### src/rtl/otet_pkg.sv
`timescale 1ns / 1ps

package otet_pkg;

    localparam int ID_W      = 16;
    localparam int TRIG_W    = 32;
    localparam int HANDLER_W = 8;
    localparam int PARAM_W   = 16;
    localparam int KIND_W    = 2;
    localparam int MAX_FIRE  = 16;
    localparam int FIRE_W    = $clog2(MAX_FIRE + 1);

    typedef enum logic [2:0] {
        OP_ADD         = 3'd0,
        OP_REM_PARAM   = 3'd1,
        OP_REM_HANDLER = 3'd2,
        OP_REM_BOTH    = 3'd3,
        OP_REM_ID      = 3'd4,
        OP_TICK        = 3'd5,
        OP_CLEAR       = 3'd6
    } opcode_t;

    typedef enum logic [KIND_W-1:0] {
        KIND_DONE   = 2'd0,
        KIND_FIRED  = 2'd1,
        KIND_FULL   = 2'd2,
        KIND_NONE   = 2'd3
    } result_kind_t;

    typedef enum logic [2:0] {
        CMD_HOLD    = 3'd0,
        CMD_CLEAR   = 3'd1,
        CMD_MARK    = 3'd2,
        CMD_SHIFT   = 3'd3,
        CMD_COMPACT = 3'd4
    } cell_cmd_t;

    typedef struct packed {
        logic [TRIG_W-1:0]    trigger;
        logic [ID_W-1:0]      id;
        logic [HANDLER_W-1:0] handler;
        logic [PARAM_W-1:0]   param;
    } entry_t;

    typedef struct packed {
        cell_cmd_t            cmd;
        opcode_t              op;
        logic [ID_W-1:0]      id;
        logic [HANDLER_W-1:0] handler;
        logic [PARAM_W-1:0]   param;
    } cell_ctl_t;

endpackage

### src/rtl/otet_cell.sv
`timescale 1ns / 1ps

module otet_cell
    import otet_pkg::*;
(
    input  logic      aclk,
    input  logic      aresetn,
    input  cell_ctl_t ctl,
    input  logic      upper_valid,
    input  entry_t    upper_data,
    input  logic      lower_valid,
    output logic      valid,
    output entry_t    data,
    output logic      hit
);

    logic   valid_reg;
    entry_t data_reg;
    logic   match;

    always_comb begin
        case (ctl.op)
            OP_REM_PARAM:   match = (data_reg.param == ctl.param);
            OP_REM_HANDLER: match = (data_reg.handler == ctl.handler);
            OP_REM_BOTH:    match = (data_reg.handler == ctl.handler) &&
                                    (data_reg.param == ctl.param);
            default:        match = (data_reg.id == ctl.id);
        endcase
    end

    assign hit   = (ctl.cmd == CMD_MARK) && valid_reg && match;
    assign valid = valid_reg;
    assign data  = data_reg;

    always_ff @(posedge aclk) begin
        if (!aresetn) begin
            valid_reg <= 1'b0;
        end else begin
            unique case (ctl.cmd)
                CMD_HOLD: ;
                CMD_CLEAR: valid_reg <= 1'b0;
                CMD_MARK: begin
                    if (match) begin
                        valid_reg <= 1'b0;
                    end
                end
                CMD_SHIFT: valid_reg <= upper_valid;
                CMD_COMPACT: begin
                    if (!valid_reg) begin
                        valid_reg <= upper_valid;
                    end else if (!lower_valid) begin
                        valid_reg <= 1'b0;
                    end
                end
                default: ;
            endcase
        end
    end

    always_ff @(posedge aclk) begin
        case (ctl.cmd)
            CMD_SHIFT: data_reg <= upper_data;
            CMD_COMPACT: begin
                if (!valid_reg) begin
                    data_reg <= upper_data;
                end
            end
            default: ;
        endcase
    end

endmodule

### src/rtl/ordered_timer_event_table.sv
`timescale 1ns / 1ps
// Ordered timer event table.
// Input channel s_*: one request per operation (add, remove by param / handler /
// both / id, tick, clear). Result channel m_*: one result per request, or for a
// tick one result per expired entry in table order (at most 16), or a single
// "nothing expired" result; m_last marks the final result of a request.
// Entries live in a row of TABLE_DEPTH cells; each cell talks only to its
// neighbors. Add, remove and clear act on all cells in the accept cycle, then
// compaction closes the gaps. A tick rotates the row through the head cell,
// checking one entry per cycle unless the output stalls the rotation, then
// compacts.
// One request is in flight at a time; s_ready is high only when idle.
// The result register lets a new request be taken while a result waits.
// A stalled receiver holds the rotation only when an expired entry finds both
// the pending and output registers full.
// Synchronous reset empties the table and drops any pending result.
module ordered_timer_event_table
    import otet_pkg::*;
#(
    parameter int TABLE_DEPTH = 16
)
(
    input  logic                 aclk,
    input  logic                 aresetn,
    input  logic                 s_valid,
    output logic                 s_ready,
    input  logic [2:0]           s_opcode,
    input  logic [ID_W-1:0]      s_timer_id,
    input  logic [TRIG_W-1:0]    s_trigger_time,
    input  logic                 s_relative,
    input  logic [HANDLER_W-1:0] s_handler_tag,
    input  logic [PARAM_W-1:0]   s_param_tag,
    input  logic [TRIG_W-1:0]    s_current_round,
    output logic                 m_valid,
    input  logic                 m_ready,
    output logic [KIND_W-1:0]    m_result_kind,
    output logic                 m_removed_any,
    output logic [ID_W-1:0]      m_fired_id,
    output logic [HANDLER_W-1:0] m_fired_handler,
    output logic [PARAM_W-1:0]   m_fired_param,
    output logic                 m_last
);

    localparam int CNT_W = $clog2(TABLE_DEPTH);

    typedef enum logic [1:0] {
        S_IDLE,
        S_ROTATE,
        S_COMPACT,
        S_FINISH
    } state_t;

    state_t               state_reg;
    logic [CNT_W-1:0]     cnt_reg;
    logic [FIRE_W-1:0]    fire_cnt_reg;
    logic [TRIG_W-1:0]    now_reg;
    logic                 is_tick_reg;
    result_kind_t         kind_reg;
    logic                 removed_reg;
    logic                 pend_valid_reg;
    entry_t               pend_reg;

    logic                 m_valid_reg;
    result_kind_t         m_kind_reg;
    logic                 m_removed_reg;
    entry_t               m_entry_reg;
    logic                 m_last_reg;

    logic                 accept;
    logic                 out_free;
    opcode_t              op;
    logic                 due;
    logic                 rot_stall;
    logic                 cnt_end;
    logic                 m_load;
    cell_ctl_t            ctl;
    logic                 feed_valid;
    entry_t               feed_data;
    entry_t               new_entry;

    logic [TABLE_DEPTH-1:0] cell_valid;
    entry_t                 cell_data [TABLE_DEPTH];
    logic [TABLE_DEPTH-1:0] cell_hit;

    assign s_ready  = (state_reg == S_IDLE);
    assign accept   = s_valid && s_ready;
    assign out_free = !m_valid_reg || m_ready;
    assign op       = opcode_t'(s_opcode);
    assign cnt_end  = (cnt_reg == CNT_W'(TABLE_DEPTH - 1));

    assign due = cell_valid[0] && (cell_data[0].trigger <= now_reg) &&
                 (fire_cnt_reg < FIRE_W'(MAX_FIRE));
    assign rot_stall = due && pend_valid_reg && !out_free;

    assign m_load = ((state_reg == S_ROTATE) && !rot_stall && due && pend_valid_reg) ||
                    ((state_reg == S_FINISH) && out_free);

    always_comb begin
        new_entry.trigger = s_relative ? s_trigger_time + s_current_round
                                       : s_trigger_time;
        new_entry.id      = s_timer_id;
        new_entry.handler = s_handler_tag;
        new_entry.param   = s_param_tag;
    end

    always_comb begin
        ctl.op      = op;
        ctl.id      = s_timer_id;
        ctl.handler = s_handler_tag;
        ctl.param   = s_param_tag;
        ctl.cmd     = CMD_HOLD;
        feed_valid  = 1'b0;
        feed_data   = '0;
        unique case (state_reg)
            S_IDLE: begin
                feed_valid = 1'b1;
                feed_data  = new_entry;
                if (accept) begin
                    case (op) inside
                        OP_ADD:                                 ctl.cmd = CMD_COMPACT;
                        OP_REM_PARAM, OP_REM_HANDLER,
                        OP_REM_BOTH, OP_REM_ID:                 ctl.cmd = CMD_MARK;
                        OP_CLEAR:                               ctl.cmd = CMD_CLEAR;
                        default:                                ctl.cmd = CMD_HOLD;
                    endcase
                end
            end
            S_ROTATE: begin
                feed_valid = cell_valid[0] && !due;
                feed_data  = cell_data[0];
                ctl.cmd    = rot_stall ? CMD_HOLD : CMD_SHIFT;
            end
            S_COMPACT: ctl.cmd = CMD_COMPACT;
            S_FINISH:  ctl.cmd = CMD_HOLD;
            default:   ctl.cmd = CMD_HOLD;
        endcase
    end

    for (genvar i = 0; i < TABLE_DEPTH; i++) begin : g_cell
        logic   up_valid;
        entry_t up_data;
        logic   lo_valid;

        if (i == TABLE_DEPTH - 1) begin : g_tail
            assign up_valid = feed_valid;
            assign up_data  = feed_data;
        end else begin : g_mid
            assign up_valid = cell_valid[i+1];
            assign up_data  = cell_data[i+1];
        end

        if (i == 0) begin : g_head
            assign lo_valid = 1'b1;
        end else begin : g_low
            assign lo_valid = cell_valid[i-1];
        end

        otet_cell u_cell (
            .aclk        (aclk),
            .aresetn     (aresetn),
            .ctl         (ctl),
            .upper_valid (up_valid),
            .upper_data  (up_data),
            .lower_valid (lo_valid),
            .valid       (cell_valid[i]),
            .data        (cell_data[i]),
            .hit         (cell_hit[i])
        );
    end

    always_ff @(posedge aclk) begin
        if (!aresetn) begin
            state_reg      <= S_IDLE;
            m_valid_reg    <= 1'b0;
            pend_valid_reg <= 1'b0;
            cnt_reg        <= '0;
            fire_cnt_reg   <= '0;
        end else begin
            if (m_load) begin
                m_valid_reg <= 1'b1;
            end else if (m_ready) begin
                m_valid_reg <= 1'b0;
            end
            unique case (state_reg)
                S_IDLE: begin
                    if (accept) begin
                        now_reg        <= s_current_round;
                        cnt_reg        <= '0;
                        fire_cnt_reg   <= '0;
                        pend_valid_reg <= 1'b0;
                        is_tick_reg    <= (op == OP_TICK);
                        removed_reg    <= |cell_hit;
                        kind_reg       <= (op == OP_ADD && cell_valid[TABLE_DEPTH-1])
                                          ? KIND_FULL : KIND_DONE;
                        state_reg      <= (op == OP_TICK) ? S_ROTATE : S_COMPACT;
                    end
                end
                S_ROTATE: begin
                    if (!rot_stall) begin
                        if (due) begin
                            fire_cnt_reg   <= fire_cnt_reg + 1'b1;
                            pend_reg       <= cell_data[0];
                            pend_valid_reg <= 1'b1;
                            if (pend_valid_reg) begin
                                m_kind_reg    <= KIND_FIRED;
                                m_removed_reg <= 1'b0;
                                m_entry_reg   <= pend_reg;
                                m_last_reg    <= 1'b0;
                            end
                        end
                        if (cnt_end) begin
                            cnt_reg   <= '0;
                            state_reg <= S_COMPACT;
                        end else begin
                            cnt_reg <= cnt_reg + 1'b1;
                        end
                    end
                end
                S_COMPACT: begin
                    if (cnt_end) begin
                        cnt_reg   <= '0;
                        state_reg <= S_FINISH;
                    end else begin
                        cnt_reg <= cnt_reg + 1'b1;
                    end
                end
                S_FINISH: begin
                    if (out_free) begin
                        m_last_reg <= 1'b1;
                        if (is_tick_reg) begin
                            m_removed_reg <= 1'b0;
                            if (pend_valid_reg) begin
                                m_kind_reg  <= KIND_FIRED;
                                m_entry_reg <= pend_reg;
                            end else begin
                                m_kind_reg  <= KIND_NONE;
                                m_entry_reg <= '0;
                            end
                        end else begin
                            m_kind_reg    <= kind_reg;
                            m_removed_reg <= removed_reg;
                            m_entry_reg   <= '0;
                        end
                        pend_valid_reg <= 1'b0;
                        state_reg      <= S_IDLE;
                    end
                end
                default: state_reg <= S_IDLE;
            endcase
        end
    end

    assign m_valid         = m_valid_reg;
    assign m_result_kind   = m_kind_reg;
    assign m_removed_any   = m_removed_reg;
    assign m_fired_id      = m_entry_reg.id;
    assign m_fired_handler = m_entry_reg.handler;
    assign m_fired_param   = m_entry_reg.param;
    assign m_last          = m_last_reg;

endmodule

### config.mk
export PLATFORM = sky130hd
export DESIGN_NAME = ordered_timer_event_table
export DESIGN_NICKNAME = d
export VERILOG_FILES = /design/src/rtl/otet_pkg.sv /design/src/rtl/otet_cell.sv /design/src/rtl/ordered_timer_event_table.sv
export SDC_FILE = /design/constraint.sdc
export NUM_CORES = 1
export LEC_CHECK = 0
export ABC_AREA = 0
export BUFFER_PORTS_ARGS = -buffer_cell sky130_fd_sc_hd__buf_2
export CAP_MARGIN = 20
export CORE_MARGIN = 5
export CORE_UTILIZATION = 56
export DETAILED_ROUTE_END_ITERATION = 8
export PLACE_DENSITY_LB_ADDON = 0.1
export SLEW_MARGIN = 5
export SYNTH_ARGS = -nofsm -noshare
export SYNTH_HDL_FRONTEND = slang
export SYNTH_SLANG_ARGS = --single-unit
### constraint.sdc
create_clock -name aclk -period 9.2 [get_ports aclk]
set_input_delay 1.84 -clock aclk [delete_from_list [all_inputs] [get_ports aclk]]
set_output_delay 1.84 -clock aclk [all_outputs]
set_load 0.005 [all_outputs]
======== After elaboration in Yosys (flattened, before gate mapping) ========
Cells that the tools add are included.
word-level totals
  register bits ........................... 1301
  input port bits ......................... 112
  word-level logic and storage cells ...... 485
operators by class
  add/subtract/negate cells ............... 3
  $lt $le $gt $ge ......................... 2
  equal/unequal tests ..................... 101
  multiplexer cells ....................... 165
  bitwise operators ....................... 1
  reductions and logical operators ........ 115
operators by type and width
  cell                count
  $pmux 72 s2         17
  $mux 72             16
  $eq 16x16->1        32
  $mux 40             6
  $eq 8x8->1          16
  $pmux 40 s2         1
  $pmux 1 s4          16
  $reduce_and 2->1    32
  $mux 1              60
  $logic_and 1x1->1   59
  $pmux 1 s3          17
  $ne 2x2->1 const B  22
  $ne 2x1->1 const B  17
  $add 32x32->32      1
  $le 32x32->1        1
  $mux 32             1
  $mux 2              15
  $reduce_or 16->1    1
  $mux 5              3
  $eq 3x2->1 const B  4
  $eq 3x3->1 const B  4
  $mux 4              3
  $pmux 3 s4          1
  $pmux 4 s3          1
  25 further kinds    41

======== Logic depth before layout (Yosys ltp) ========
Gate-level depths: netlist of the first run.
  depth in word-level cells ............... 11
  mapped depth ............................ 13

======== Cells and area by module ========
Synthesis of the first run repeated with hierarchy kept, for this count alone.
second synthesis, totals
  cell total of the unflattened synthesis .. 3023
  area total of the unflattened synthesis .. 51486.9 um2
by module, submodules not included
  module                     instances  cells each  area an instance (um2)
  otet_cell                  16         142         2711.4
  ordered_timer_event_table  1          751         8105.3

======== Worst setup path after synthesis of the first run ========
No wires, ideal clock.
  path kind ............................... input -> register
  start point ............................. in m_ready
  end point ............................... reg g_cell[0].u_cell.data_reg, in the netlist g_cell[0].u_cell.data[0], enable pin
  setup time .............................. 0.602 ns
  arrival time ............................ 8.158 ns
  data required time ...................... 8.598 ns
  slack ................................... 0.440 ns
  stages .................................. 7
  cell sequence ........................... nor2b_1 nand2_1 or2_2 o31ai_2 nand3_1 clkbuf_1 o21ai_0
between the ends
  word-level cells in the longest chain between the ends .. 8
  elaborated cells between the ends (all ways) .. 10
  those cells by class .................... eq/ne (3); mux (2); reduce/logical (5)
RTL lines
  item                                                                     line                              source
  from (decl)                                                              ordered_timer_event_table.sv:35   input logic m_ready,
  $logic_or 1x1->1 *                                                       ordered_timer_event_table.sv:87   assign out_free = !m_valid_reg || m_ready;
  $logic_not 1->1 *                                                        ordered_timer_event_table.sv:93   assign rot_stall = due && pend_valid_reg && !out_free;
  $logic_and 1x1->1 *                                                      ordered_timer_event_table.sv:93
  $mux 2 *                                                                 ordered_timer_event_table.sv:131  ctl.cmd = rot_stall ? CMD_HOLD : CMD_SHIFT;
  $pmux 3 s4 *                                                             ordered_timer_event_table.sv:114  unique case (state_reg)
  $eq 3x3->1 / $eq 3x2->1 (equally long branches)                          otet_cell.sv:61                   case (ctl.cmd)
  $ne 2x2->1 (no source line) / $reduce_bool 2->1 (equally long branches)  --
  $reduce_and 2->1 (no source line) *                                      --
  to (signal assigned)                                                     otet_cell.sv:62                   CMD_SHIFT: data_reg <= upper_data;
  to (signal assigned)                                                     otet_cell.sv:65                   data_reg <= upper_data;
  to (decl)                                                                otet_cell.sv:18                   entry_t data_reg;
Mark *: on every way between the ends. The rest lies on a longest branch, timed or not.
A chain may end at the register's enable or synchronous reset.

======== Final worst setup path of the first run ========
  start point ............................. reg g_cell[0].u_cell.data_reg, in the netlist g_cell[0].u_cell.data[67]
  end point ............................... reg g_cell[2].u_cell.data_reg, in the netlist g_cell[2].u_cell.data[33], enable pin
between the ends
  word-level cells in the longest chain between the ends .. 10
  elaborated cells between the ends (all ways) .. 12
  those cells by class .................... order compare (1); eq/ne (3); mux (2); reduce/logical (6)
RTL lines
  item                                                                     line                              source
  $le 32x32->1 *                                                           ordered_timer_event_table.sv:91   assign due = cell_valid[0] && (cell_data[0].trigger <= now_reg) &&
  $logic_and 1x1->1 * (2 in series)                                        ordered_timer_event_table.sv:91
  $logic_and 1x1->1 * (2 in series)                                        ordered_timer_event_table.sv:93
  $mux 2 *                                                                 ordered_timer_event_table.sv:131
  $pmux 3 s4 *                                                             ordered_timer_event_table.sv:114
  $eq 3x3->1 / $eq 3x2->1 (equally long branches)                          otet_cell.sv:61
  $ne 2x2->1 (no source line) / $reduce_bool 2->1 (equally long branches)  --
  $reduce_and 2->1 (no source line) *                                      --
  to (signal assigned)                                                     otet_cell.sv:62
  to (signal assigned)                                                     otet_cell.sv:65
  to (decl)                                                                otet_cell.sv:18
Marked as above.

==> impl_metrics.env, run 1 <==
export IMPL_cts_buffers=131
export IMPL_vias=26800
export IMPL_fin_crit_ns=5.16
export IMPL_clkSinkCount=1300
export IMPL_clk_latency_ns=0.73
export IMPL_wire_per_inst_um=26.1
export IMPL_grt_pass1_vias=27400
export IMPL_critPathMaxFanout=40
export IMPL_critPathLaunchType="flop"
export IMPL_grt_max_degree=73
export IMPL_tightestPinTransition_ns=1.15
export IMPL_ys_seq_elements=1300
export IMPL_place_inst=4253
export IMPL_worstSetupPathType="flop to flop"
export IMPL_path_clk_slew_ns=0.06
export IMPL_start_util_pct=56.6
export IMPL_fin_util_pct=63.5
export IMPL_hold_viol=0
export IMPL_synth_most_common_cell="edfxtp_1"
export IMPL_area_growth_pct=12.3
export IMPL_clk_path_buf_depth=3
export IMPL_hold_path_cell_count=0
export IMPL_slew_headroom_pct=23.4
export IMPL_r2r_cells=11
export IMPL_synth_edf_count=1271
export IMPL_ys_flop_type="edfxtp_1"
export IMPL_cts_hold_buf=0
export IMPL_synth_cell_area_um2=51200
export IMPL_die_w_um=312
export IMPL_io_buffers=157
export IMPL_routed_via_density=5.96
export IMPL_grt_pass1_wl_um=175000
export IMPL_syn_inst=3013
export IMPL_path_cells="ha_1, nand4_1, nor4_2, nand3_1, nor3b_1, a22o_1, o31ai_2, or2_2, o21a_1, clkinv_2, buf_4"
export IMPL_dp_hpwl_um=75100
export IMPL_critPathSlowestCell="nor4_2"
export IMPL_hold_path_class="flop to flop"
export IMPL_fp_dieArea_um2=97500
export IMPL_htreeDepth=4
export IMPL_power_density_nw_per_um2=318
export IMPL_drc_errors=0
export IMPL_ctsResizeCount=0
export IMPL_status="complete, no violations"
export IMPL_setup_tns_final_ns=0
export IMPL_cts_tree="yes"
export IMPL_cts_setup_buffers=0
export IMPL_largest_register_ff_count=1152
export IMPL_cp_required_ns=9.59
export IMPL_setup_viol=0
export IMPL_slowest_delay_ns=0.64
export IMPL_cp_end_kind="flop"
export IMPL_synth_area_top_cells="edfxtp_1 (75%), xnor2_1 (6.4%), xor2_1 (5.0%), ha_1 (1.7%), nand4_1 (1.2%)"
export IMPL_power_leakage_uw=0.0192
export IMPL_synth_top_area_share_pct=74.6
export IMPL_fin_nets=3393
export IMPL_async_flop_share_pct=0
export IMPL_track_usage_pct=23.9
export IMPL_root_buffer="clkbuf_16"
export IMPL_ys_types=66
export IMPL_syn_nets=3195
export IMPL_fin_crit_sh_pct=56.1
export IMPL_fin_skew_ns=0.0375
export IMPL_row_count=110
export IMPL_coreArea_um2=90400
export IMPL_synth_commonest_cells="edfxtp_1 (1271), xnor2_1 (374), xor2_1 (292)"
export IMPL_drt_wl_total_um=117000
export IMPL_whs_ns=0.410
export IMPL_gp_congestion=0.967
export IMPL_pin_count=158
export IMPL_ys_warn_count=0
export IMPL_antenna_found_initial=1
export IMPL_synth_top_area_cell="edfxtp_1"
export IMPL_antenna_cells=0
export IMPL_avgSynthCellArea_um2=17.0
export IMPL_ant_nets=0
export IMPL_fp_dieH_um=312
export IMPL_fin_cells=4489
export IMPL_worstPathArrival_ns=5.55
export IMPL_drive_gt1_share_pct=12.6
export IMPL_fill_cells=6328
export IMPL_drv_cap=0
export IMPL_drt_first_pass_iters=6
export IMPL_report_final_slew_viol_count=0
export IMPL_seq_area_frac_synth_pct=75.7
export IMPL_ir_worst_vdd_mv=0.216
export IMPL_grt_overflow=0
export IMPL_rsz0062_at_grt="no"
export IMPL_drt_iter0_drc=2981
export IMPL_max_freq_mhz=194
## per-layer routing
metal | track usage [%] | vias up | part of all wire [%]
li1 | - | 11800 | -
met1 | 34.6 | 13700 | 43
met2 | 37.5 | 1115 | 47
met3 | 5.14 | 188 | 8.2
met4 | 6.37 | 2 | 2.5
met5 | 0 | - | 0.0094
## layout by cell type, fill, tap and decap left out, types with 17 or more instances in the layout
| cell | netlist | final |
|---|---|---|
| o41ai_1 | 20 | 17 |
| xnor2_1 | 374 | 374 |
| a21o_1 | 27 | 27 |
| edfxtp_1 | 1271 | 1271 |
| inv_1 | 63 | 50 |
| nor2b_1 | 55 | 55 |
| clkbuf_1 | 67 | 18 |
| xor2_1 | 292 | 292 |
| clkinv_2 | 0 | 33 |
| nor4_1 | 66 | 66 |
| nor3_1 | 21 | 21 |
| o21ai_0 | 64 | 62 |
| buf_2 | 50 | 157 |
| dfxtp_1 | 29 | 29 |
| nor2_1 | 41 | 41 |
| buf_4 | 0 | 31 |
| ha_1 | 69 | 67 |
| o21a_1 | 19 | 19 |
| nand2_1 | 64 | 64 |
| clkbuf_16 | 0 | 132 |
| clkinv_1 | 0 | 30 |
| nand4_1 | 101 | 101 |
| o22ai_1 | 30 | 30 |
| a21oi_1 | 47 | 47 |
| nand3_1 | 43 | 43 |
| a22o_1 | 50 | 50 |
## power breakdown
group	internal [µW]	leakage, µW	switching, µW	total [µW]
registers	9080	0.0119	960	10000
logic	921	0.00525	2100	3020
clock network	2940	0.00204	2270	5200
total	12900	0.0192	5330	18300
## per-stage QoR
| stage | power (µW) | setup slack (ns) | cell area, µm² |
|---|---|---|---|
| 2_1_floorplan | 11900 | 0.440 | 51200 |
| 3_3_place_gp | 13100 | 3.99 | 53200 |
| 3_5_place_dp | 13100 | 3.89 | 53200 |
| 4_1_cts | 18400 | 3.87 | 57400 |
| 5_1_grt | 19000 | 3.85 | 57400 |
| 6_report | 18300 | 4.04 | 57400 |
## cell families (layout without fill, tap and decap cells)
group,after synthesis,in the layout,synth area share (%)
multiplexers,22,22,0.445
AO/OA/AOI/OAI,327,327,4.41
XOR/XNOR,666,666,11.4
adder cells (fa/ha/maj),70,70,1.73
buffers and inverters,187,487,1.49
AND/OR/NAND/NOR,441,441,4.82
flip-flops,1300,1300,75.7
## layout make-up
cell class	instances	area (µm²)	area share, %
Sequential cell	1300	38700	67.4
Multi-Input combinational cell	1526	11800	20.5
Clock buffer	152	3400	5.92
Tap cell	1176	1470	2.56
Timing Repair Buffer	189	1040	1.81
Clock inverter	83	786	1.37
Inverter	63	250	0.436
## final timing paths
| kind | start | endpoint | slack (ns) |
|---|---|---|---|
| min reg2reg | g_cell[7].u_cell.data[45] | g_cell[6].u_cell.data[45] | 0.41 |
| min | g_cell[7].u_cell.data[45] | g_cell[6].u_cell.data[45] | 0.41 |
| max reg2reg | g_cell[0].u_cell.data[67] | g_cell[2].u_cell.data[33] | 4.04 |
| max | g_cell[0].u_cell.data[67] | g_cell[2].u_cell.data[33] | 4.04 |
## worst max-delay path: cells and delay by family (launching register included)
family                   cells  cell delay, ns
AO/OA/AOI/OAI                3            0.88
AND/OR/NAND/NOR              5            1.97
adder cells (fa/ha/maj)      1            0.35
buffers and inverters        2            1.07
flip-flops                   1            0.47
Power figures use the tool's default switching activity.
==> inputs of run 2 (changes only) <==
--- a/config.mk
+++ b/config.mk
@@ -9,7 +9,7 @@
 export BUFFER_PORTS_ARGS = -buffer_cell sky130_fd_sc_hd__buf_2
 export CAP_MARGIN = 20
 export CORE_MARGIN = 5
-export CORE_UTILIZATION = 56
+export CORE_UTILIZATION = 62
 export DETAILED_ROUTE_END_ITERATION = 8
 export PLACE_DENSITY_LB_ADDON = 0.1
 export SLEW_MARGIN = 5
==> constraint.sdc (replaced) <==
create_clock -name aclk -period 5 [get_ports aclk]
set_input_delay 1 -clock aclk [delete_from_list [all_inputs] [get_ports aclk]]
set_output_delay 1 -clock aclk [all_outputs]
set_load 0.005 [all_outputs]
==> run 2 against run 1 <==
Net effect: clock-buffer cell count grew 10; combinational power grew 88%; first-iteration DRC count shrank 5.1%; non-clock buffer count grew 52; critical path type unchanged; largest power group unchanged; highest routed layer unchanged.
==> impl_metrics.env, run 2 (synthesis gave the netlist of run 1 again) <==
export IMPL_coreArea_um2=82000
export IMPL_postPlaceCellArea_um2=53600
export IMPL_multi_input_area_um2=11700
export IMPL_fp_dieArea_um2=88400
export IMPL_fin_crit_ns=4.39
export IMPL_power_frac_seq_pct=55.3
export IMPL_worstSetupPathType="flop to flop"
export IMPL_hold_path_class="flop to flop"
export IMPL_largest_register_ff_count=1152
export IMPL_setup_viol=0
export IMPL_swShare_pct=29.7
export IMPL_antenna_found_initial=5
export IMPL_cts_hold_buf=0
export IMPL_routed_via_density=6.17
export IMPL_dp_hpwl_um=84200
export IMPL_drt_first_pass_iters=7
export IMPL_status="complete, no violations"
export IMPL_fin_nets=3445
export IMPL_report_final_slew_viol_count=0
export IMPL_grt_pass1_wl_um=181000
export IMPL_drive_gt1_share_pct=13.5
export IMPL_max_freq_mhz=228
export IMPL_fill_cells=5132
export IMPL_critPathLaunchType="flop"
export IMPL_r2r_cells=11
export IMPL_path_clk_slew_ns=0.07
export IMPL_fin_skew_ns=0.0328
export IMPL_ir_worst_vdd_mv=0.448
export IMPL_setup_tns_final_ns=0
export IMPL_cp_required_ns=5.45
export IMPL_clkPwrFrac_pct=27.8
export IMPL_critPathMaxFanout=32
export IMPL_drc_errors=0
export IMPL_wire_per_inst_um=27.9
export IMPL_slew_headroom_pct=33.0
export IMPL_seq_area_um2=38700
export IMPL_internal_power_uw=23700
export IMPL_cp_end_kind="flop"
export IMPL_cts_tree="yes"
export IMPL_path_cells="ha_1, nand4_2, nor4_2, nand3_1, nor3b_1, a22o_1, o31ai_2, or2_2, o21a_1, clkinv_2, buf_12"
export IMPL_critPathSlowestCell="o31ai_2"
export IMPL_cts_buffers=131
export IMPL_fin_util_pct=70.4
export IMPL_grt_pass1_vias=27500
export IMPL_hold_viol=0
export IMPL_slowest_delay_ns=0.53
export IMPL_cts_setup_buffers=0
export IMPL_tightestPinTransition_ns=0.991
export IMPL_htreeDepth=4
export IMPL_ant_nets=0
export IMPL_worstPathArrival_ns=4.84
export IMPL_drt_wl_total_um=124000
export IMPL_r2r_slack_ns=0.61
export IMPL_drv_cap=0
export IMPL_grt_overflow=0
export IMPL_gp_congestion=1.00
export IMPL_combPwrFrac_pct=16.8
export IMPL_p_sw_uw=10000
export IMPL_total_power_uw=33700
export IMPL_rsz0062_at_grt="no"
export IMPL_clk_path_buf_depth=3
export IMPL_io_buffers=157
export IMPL_design_area_um2=57700
export IMPL_final_common_cell="edfxtp_1"
export IMPL_start_util_pct=62.4
export IMPL_die_w_um=297
export IMPL_drt_iter0_drc=2830
export IMPL_clkSinkCount=1300
export IMPL_vias=27300
export IMPL_area_growth_pct=12.7
export IMPL_row_count=105
export IMPL_track_usage_pct=27.8
export IMPL_hold_path_cell_count=0
export IMPL_power_leakage_uw=0.0194
export IMPL_fin_crit_sh_pct=87.8
export IMPL_grt_max_degree=73
export IMPL_clk_latency_ns=0.74
export IMPL_fp_dieH_um=297
export IMPL_final_cell_mix="edfxtp_1 (1271), xnor2_1 (374), xor2_1 (292), buf_2 (157), clkbuf_16 (131)"
export IMPL_ctsResizeCount=0
export IMPL_pin_count=158
export IMPL_power_density_nw_per_um2=584
export IMPL_root_buffer="clkbuf_16"
==> run 2: through the flow <==
stage	hold WS (ns)	std cells	worst slack [ns]
final	0.411	4430	0.609
after global routing	0.413	4429	0.373
after CTS	0.415	4429	0.620
after detailed placement	0.405	4200	0.608
after global placement	0.401	4200	0.760
after floorplan	0.400	3013	-0.862
==> run 2: cell type report <==
type,instances,area share (%)
Sequential cell,1300,67.2
Multi-Input combinational cell,1526,20.4
Clock buffer,162,5.94
Timing Repair Buffer,241,2.61
Tap cell,1070,2.32
Clock inverter,67,1.18
Inverter,63,0.438
Antenna cell,1,0.00434
==> run 2: power groups by stage <==
| stage | combinational, µW | clock, µW | sequential [µW] |
|---|---|---|---|
| after CTS | 5670 | 9460 | 18700 |
| after global placement | 5470 | 0 | 18700 |
| after detailed placement | 5640 | 0 | 18700 |
| after floorplan | 3780 | 0 | 18000 |
| final | 5670 | 9380 | 18700 |
| after global routing | 6060 | 9950 | 18900 |
==> run 2: layer usage <==
metal | wire length, µm | GRT usage (%) | up-vias
met5 | 20 | 0 | -
met4 | 4450 | 9.46 | 2
met3 | 10300 | 5.72 | 219
met2 | 60400 | 45.6 | 1393
met1 | 48600 | 37.9 | 13900
li1 | - | - | 11900
==> run 2: path summary, 6_finish.rpt <==
path                                                start                        end
worst max-delay path            g_cell[0].u_cell.data[70]  g_cell[3].u_cell.data[53]
worst min-delay path            g_cell[5].u_cell.data[60]  g_cell[4].u_cell.data[60]
worst min register to register  g_cell[5].u_cell.data[60]  g_cell[4].u_cell.data[60]
worst max register to register  g_cell[0].u_cell.data[70]  g_cell[3].u_cell.data[53]
==> run 2: critical path, delay by kind of cell (launching register included) <==
kind / cells / cell delay, ns
buffers and inverters: 2 / 0.82
and+or+nand+nor: 5 / 1.45
DFF: 1 / 0.42
AOI/OAI and AO/OA: 3 / 1.02
adders and majority gates: 1 / 0.35
